$ cat src/dmxbd_pkg.sv
// shared constants and types for the dmx break / mark-after-break detector
`default_nettype none
package dmxbd_pkg;

    // width of the break length counter in microseconds
    localparam int COUNT_WIDTH = 16;

    // configuration register widths and the write data width
    localparam int MIN_WIDTH   = 16;
    localparam int MAX_WIDTH   = 16;
    localparam int TMO_WIDTH   = 8;
    localparam int CFG_WIDTH   = 16;
    localparam int ADDR_WIDTH  = 2;

    // common width for comparing the counter against the bounds
    localparam int CMP_WIDTH   = (COUNT_WIDTH > MIN_WIDTH) ? COUNT_WIDTH : MIN_WIDTH;

    // configuration register indexes
    localparam logic [ADDR_WIDTH-1:0] REG_BREAK_MIN   = 2'd0;
    localparam logic [ADDR_WIDTH-1:0] REG_BREAK_MAX   = 2'd1;
    localparam logic [ADDR_WIDTH-1:0] REG_MARK_TMO    = 2'd2;

    // configuration reset values
    localparam logic [MIN_WIDTH-1:0] BREAK_MIN_RST = 16'd87;
    localparam logic [MAX_WIDTH-1:0] BREAK_MAX_RST = 16'd210;
    localparam logic [TMO_WIDTH-1:0] MARK_TMO_RST  = 8'd20;

    // request kinds
    typedef enum logic [1:0] {
        REQ_EDGE     = 2'd0,
        REQ_US_TICK  = 2'd1,
        REQ_MS_TICK  = 2'd2,
        REQ_FRAME    = 2'd3
    } req_type_t;

    // one result item
    typedef struct packed {
        logic [1:0] detector_phase;
        logic       activity_led;
        logic       receive_enable;
        logic       break_found;
    } result_t;

    // byte padded stream widths
    localparam int IN_TDATA_WIDTH  = 8;
    localparam int OUT_TDATA_WIDTH = 8;
    localparam int RESULT_WIDTH    = $bits(result_t);

endpackage
`default_nettype wire

$ cat src/dmx_break_mark_detector_unit.sv
// top level of the dmx break / mark-after-break detector
`default_nettype none
// DMX break / mark-after-break detector. Each request on the slave stream
// (line edge with new level, microsecond tick, millisecond tick or frame
// finished) yields exactly one result on the master stream with the break
// pulse, the reception enable, the activity LED and the detector phase.
// One request is taken per clock cycle while s_tready is high; its result
// is registered in the output stage; the state update is a single
// compare-and-update pass. A two-entry output stage (result register plus
// skid register) keeps s_tready high while one result waits; s_tready
// drops only while the skid register holds a second result, so the block
// runs at full rate as long as the master side takes a result every cycle.
// Configuration writes take effect at the clock edge of cfg_wr_en.
module dmx_break_mark_detector_unit (
    input  wire logic                                  aclk,
    input  wire logic                                  aresetn,
    // configuration write port
    input  wire logic                                  cfg_wr_en,
    input  wire logic [dmxbd_pkg::ADDR_WIDTH-1:0]      cfg_addr,
    input  wire logic [dmxbd_pkg::CFG_WIDTH-1:0]       cfg_wr_data,
    // request stream
    input  wire logic                                  s_tvalid,
    output      logic                                  s_tready,
    input  wire logic [dmxbd_pkg::IN_TDATA_WIDTH-1:0]  s_tdata,  // [0] line_level
    input  wire logic [1:0]                            s_tuser,  // [1:0] req_type
    // result stream
    output      logic                                  m_tvalid,
    input  wire logic                                  m_tready,
    // [0] break_found, [1] receive_enable, [2] activity_led, [4:3] detector_phase
    output      logic [dmxbd_pkg::OUT_TDATA_WIDTH-1:0] m_tdata
);

    typedef enum logic [1:0] {
        PH_IDLE  = 2'd0,
        PH_BREAK = 2'd1,
        PH_MARK  = 2'd2
    } phase_t;

    localparam logic [dmxbd_pkg::COUNT_WIDTH-1:0] COUNT_MAX = '1;

    // configuration registers
    logic [dmxbd_pkg::MIN_WIDTH-1:0] break_min_reg;
    logic [dmxbd_pkg::MAX_WIDTH-1:0] break_max_reg;
    logic [dmxbd_pkg::TMO_WIDTH-1:0] mark_tmo_reg;

    // detector state
    phase_t                            phase_reg,    phase_next;
    logic [dmxbd_pkg::COUNT_WIDTH-1:0] width_reg,    width_next;
    logic                              running_reg,  running_next;
    logic [dmxbd_pkg::TMO_WIDTH-1:0]   timeout_reg,  timeout_next;
    logic                              receive_reg,  receive_next;
    logic                              led_reg,      led_next;
    logic                              found;

    // output stage
    dmxbd_pkg::result_t out_reg, skid_reg, result;
    logic               out_valid_reg, skid_valid_reg;

    logic accept;
    logic out_free;
    logic edge_seen;
    logic [dmxbd_pkg::CMP_WIDTH-1:0] width_ext, min_ext, max_ext;
    dmxbd_pkg::req_type_t req;

    assign req      = dmxbd_pkg::req_type_t'(s_tuser);
    assign s_tready = !skid_valid_reg;
    assign accept   = s_tvalid && s_tready;
    assign out_free = !out_valid_reg || m_tready;

    assign width_ext = dmxbd_pkg::CMP_WIDTH'(width_reg);
    assign min_ext   = dmxbd_pkg::CMP_WIDTH'(break_min_reg);
    assign max_ext   = dmxbd_pkg::CMP_WIDTH'(break_max_reg);

    // edges count only while reception is off or the timeout has run out
    assign edge_seen = !receive_reg || (timeout_reg == '0);

    // next state for one request
    always_comb begin
        phase_next   = phase_reg;
        width_next   = width_reg;
        running_next = running_reg;
        timeout_next = timeout_reg;
        receive_next = receive_reg;
        led_next     = led_reg;
        found        = 1'b0;
        case (req)
            dmxbd_pkg::REQ_EDGE: begin
                if (edge_seen) begin
                    unique case (phase_reg)
                        PH_IDLE: begin
                            if (!s_tdata[0]) begin
                                width_next   = '0;
                                running_next = 1'b1;
                                phase_next   = PH_BREAK;
                            end
                        end
                        PH_BREAK: begin
                            if (s_tdata[0] && (width_ext > min_ext)
                                    && (width_ext < max_ext)) begin
                                led_next     = 1'b1;
                                phase_next   = PH_MARK;
                                timeout_next = mark_tmo_reg;
                                found        = 1'b1;
                            end else begin
                                phase_next = PH_IDLE;
                            end
                            running_next = 1'b0;
                        end
                        PH_MARK: begin
                            receive_next = !s_tdata[0] && (timeout_reg != '0);
                            phase_next   = PH_IDLE;
                            led_next     = 1'b0;
                        end
                        default: begin
                            phase_next = PH_IDLE;
                        end
                    endcase
                end
            end
            dmxbd_pkg::REQ_US_TICK: begin
                if (running_reg && (width_reg != COUNT_MAX)) begin
                    width_next = width_reg + 1'b1;
                end
            end
            dmxbd_pkg::REQ_MS_TICK: begin
                if (timeout_reg != '0) begin
                    timeout_next = timeout_reg - 1'b1;
                end
            end
            default: begin
                receive_next = 1'b0;
            end
        endcase
    end

    // result fields from the updated state
    always_comb begin
        result.break_found    = found;
        result.receive_enable = receive_next;
        result.activity_led   = led_next;
        result.detector_phase = phase_next;
    end

    // state, configuration and output stage
    always_ff @(posedge aclk) begin
        if (!aresetn) begin
            break_min_reg  <= dmxbd_pkg::BREAK_MIN_RST;
            break_max_reg  <= dmxbd_pkg::BREAK_MAX_RST;
            mark_tmo_reg   <= dmxbd_pkg::MARK_TMO_RST;
            phase_reg      <= PH_IDLE;
            width_reg      <= '0;
            running_reg    <= 1'b0;
            timeout_reg    <= '0;
            receive_reg    <= 1'b0;
            led_reg        <= 1'b0;
            out_valid_reg  <= 1'b0;
            skid_valid_reg <= 1'b0;
        end else begin
            // configuration writes
            if (cfg_wr_en) begin
                unique case (cfg_addr)
                    dmxbd_pkg::REG_BREAK_MIN: break_min_reg <= cfg_wr_data;
                    dmxbd_pkg::REG_BREAK_MAX: break_max_reg <= cfg_wr_data;
                    dmxbd_pkg::REG_MARK_TMO:
                        mark_tmo_reg <= cfg_wr_data[dmxbd_pkg::TMO_WIDTH-1:0];
                    default: ;
                endcase
            end

            // detector state update per accepted request
            if (accept) begin
                phase_reg   <= phase_next;
                width_reg   <= width_next;
                running_reg <= running_next;
                timeout_reg <= timeout_next;
                receive_reg <= receive_next;
                led_reg     <= led_next;
            end

            // result register with skid stage
            if (skid_valid_reg) begin
                if (out_free) begin
                    out_reg        <= skid_reg;
                    out_valid_reg  <= 1'b1;
                    skid_valid_reg <= 1'b0;
                end
            end else if (accept) begin
                if (out_free) begin
                    out_reg       <= result;
                    out_valid_reg <= 1'b1;
                end else begin
                    skid_reg       <= result;
                    skid_valid_reg <= 1'b1;
                end
            end else if (m_tready) begin
                out_valid_reg <= 1'b0;
            end
        end
    end

    assign m_tvalid = out_valid_reg;
    assign m_tdata  = {{(dmxbd_pkg::OUT_TDATA_WIDTH - dmxbd_pkg::RESULT_WIDTH){1'b0}},
                       out_reg};

endmodule
`default_nettype wire

$ cat config.mk
export PLATFORM = sky130hd
export DESIGN_NAME = dmx_break_mark_detector_unit
export DESIGN_NICKNAME = d
export VERILOG_FILES = /design/src/dmxbd_pkg.sv /design/src/dmx_break_mark_detector_unit.sv
export SDC_FILE = /design/constraint.sdc
export NUM_CORES = 1
export LEC_CHECK = 0
export ABC_AREA = 1
export BUFFER_PORTS_ARGS = -buffer_cell sky130_fd_sc_hd__buf_4
export CORE_AREA = 3 3 110 102
export DETAILED_ROUTE_END_ITERATION = 12
export DIE_AREA = 0 0 113 105
export PLACE_DENSITY = 0.64
export REMOVE_ABC_BUFFERS = 1
export SLEW_MARGIN = 30
export SYNTH_ARGS = -nofsm -noshare
export SYNTH_HDL_FRONTEND = slang
export SYNTH_SLANG_ARGS = --single-unit
$ cat constraint.sdc
create_clock -name aclk -period 3 [get_ports aclk]
set_input_delay 0 -clock aclk [delete_from_list [all_inputs] [get_ports aclk]]
set_output_delay 0 -clock aclk [all_outputs]
set_load 0.01 [all_outputs]
==> impl_metrics.env <==
export IMPL_synth_area_leaders="dfxtp_1, ha_1, nand2_1, a21oi_1, inv_1"
export IMPL_die_y_um=105
export IMPL_gr_usage_all_layers_pct=18.0
export IMPL_utilization_pct=52.6
export IMPL_nNetsFinal=730
export IMPL_crit_type="reg2reg"
export IMPL_start_util_pct=44.7
export IMPL_synth_most_common_cell="nand2_1"
export IMPL_netlist_area_um2=4540
export IMPL_synth_seq_cells=81
export IMPL_grt_pass1_wl_um=17500
export IMPL_drive_above_1_share_pct=10.3
export IMPL_cts_made_buffers=9
export IMPL_grt_max_degree=49
export IMPL_htreeDepth=3
export IMPL_synth_edf_count=10
export IMPL_final_period_utilization_pct=75.5
export IMPL_antennaDiodeCount=0
export IMPL_total_power_uw=2570
export IMPL_drt_antenna_violating_nets=0
export IMPL_ys_warn_count=0
export IMPL_drt_iter0_markers=300
export IMPL_path_clk_slew_ps=60
export IMPL_hold_viol=0
export IMPL_grt_pass1_vias=3798
export IMPL_cp_max_fo=9
export IMPL_grt_ovfl_total=0
export IMPL_peakVddDrop_mv=0.335
export IMPL_drcViolationCount=0
export IMPL_cts_buffer_depth=2
export IMPL_dp_hpwl_um=7330
export IMPL_instances_no_fill=790
export IMPL_arrival_ps=2480
export IMPL_holdWs_ps=16.7
export IMPL_drv_cap=0
export IMPL_rsz0062_at_grt="false"
export IMPL_cp_end_kind="flop"
export IMPL_worst_slew_pin_slew_ps=718
export IMPL_maxSlewViolCount=0
export IMPL_dr_pass1_iters=4
export IMPL_yosys_top_cells_count="nand2_1, inv_1, dfxtp_1"
export IMPL_clk_latency_ps=340
export IMPL_dieArea_um2=11900
export IMPL_powerDensity_nw_per_um2=481
export IMPL_ys_seq_area_share_pct=37.9
export IMPL_avgSynthCellArea_um2=7.43
export IMPL_fill_cells=1006
export IMPL_die_x_um=113
export IMPL_regArea_um2=1720
export IMPL_cts_root_buf="clkbuf_16"
export IMPL_async_flop_share_pct=0
export IMPL_drt_total_wl_um=10200
export IMPL_synth_top_area_share_pct=31.3
export IMPL_numPlacedInstances=755
export IMPL_setup_viol=0
export IMPL_antenna_found_initial=0
export IMPL_row_count=35
export IMPL_core_um2=10200
export IMPL_hold_class="in2reg"
export IMPL_setup_tns_ps=0
export IMPL_start_kind="flop"
export IMPL_multi_input_area_um2=2400
export IMPL_cp_required_ps=3210
export IMPL_finalClockSkew_ps=8.53
export IMPL_ys_flop_type="dfxtp_1"
export IMPL_gp_congestion=0.841
export IMPL_slew_limit_headroom_pct=52.1
export IMPL_areaGrowthSynthToFinish_pct=17.8
export IMPL_wl_per_cell_um=12.9
export IMPL_cts_sinks=81
export IMPL_p_leak_uw=0.00234
export IMPL_io_buffers=32
export IMPL_fin_crit_ps=2260
export IMPL_yosysUniqueCellTypes=40
export IMPL_status="complete, no violations"
export IMPL_synth_top_cell_by_area="dfxtp_1"
export IMPL_cts_setup_buffers=0
export IMPL_ios=43
export IMPL_max_freq_mhz=442
export IMPL_syn_inst=611
export IMPL_avgViaCountPerCell=5.08
export IMPL_vias=4011
export IMPL_cts_tree="yes"
==> metrics by stage <==
step                cell area, um2  setup WS, ps
global route                  5340           532
floorplan                     4450          1220
detailed placement            4850           750
CTS                           5340           754
global placement              4850           806
finish                        5340           736
==> what timing repair did <==
| item | in CTS | in global routing |
|---|---|---|
| hold buffers | 19 | 0 |
| resized for setup | 0 | 0 |
| hold endpoints to repair | 41 | 0 |
==> layout make-up <==
cell class	instances	share of cell area [%]
well taps	129	3.02
multi-input cells	425	44.9
inverters	88	6.20
repair buffers	51	8.05
clock buffers	11	4.54
clock inverters	5	1.05
flip-flops and latches	81	32.2
==> metal layers <==
layer  up-vias  GRT usage [%]  share of wire (%)
met5         -              0                  0
met4         0           7.21                2.1
met3        18           3.76                3.9
met2        77           28.5                 46
met1      1814           23.8                 48
li1       2102              -                  -
==> critical path: stages, from the launching register on <==
cell	delay, ps
dfxtp_1	480
ha_1	300
nand2_1	70
a21oi_1	50
o21ai_0	180
nand2_1	70
nor2_1	150
nand3_1	170
nand2_1	310
nand2_2	200
nand2_1	100
a21oi_1	60
==> final timing paths <==
check                       start               end  slack [ps]  depth (start not counted)
setup reg to reg     width_ext[9]    timeout_reg[6]         740                         11
hold reg to reg   mark_tmo_reg[7]   mark_tmo_reg[7]         460                          2
setup / recovery     width_ext[9]    timeout_reg[6]         740                         11
hold / removal        cfg_addr[0]  break_min_reg[6]          20                          3
==> cells in the final DEF (no fill, tap or decap), types with 2 or more instances in the layout <==
cell / Yosys / final
nor2_2: 2 / 2
nor4_1: 2 / 2
nor3_1: 10 / 10
dlygate4sd3_1: 0 / 19
conb_1: 1 / 3
nand4_1: 11 / 11
nand2_1: 119 / 119
xnor2_1: 3 / 3
xor2_1: 5 / 5
o21ai_0: 48 / 48
a21o_1: 2 / 2
clkbuf_16: 0 / 9
inv_2: 4 / 4
clkinv_2: 1 / 3
buf_4: 3 / 32
edfxtp_1: 10 / 10
o211ai_1: 10 / 10
inv_1: 82 / 82
a21oi_1: 66 / 66
dfxtp_1: 71 / 71
nor3_2: 3 / 3
nor2_1: 44 / 44
nor2_4: 2 / 2
nand2_2: 4 / 4
ha_1: 41 / 41
o21bai_1: 5 / 5
nand3_1: 34 / 34
==> cells by family after synthesis <==
| group | count (synthesis) | share of synthesized area, % |
|---|---|---|
| and+or+nand+nor | 235 | 23.0 |
| AOI/OAI and AO/OA | 138 | 16.8 |
| buffers and inverters | 107 | 9.35 |
| DFF | 81 | 37.9 |
| adders and majority gates | 41 | 11.3 |
| xor gates and xnor gates | 8 | 1.54 |
| other | 1 | 0.0826 |
==> report_power, final <==
part / total (uW) / switching (uW) / internal [uW]
Clock: 1110 / 444 / 666
Sequential: 1160 / 17.5 / 1140
Combinational: 300 / 181 / 120
(Power assumes the default switching activity.)
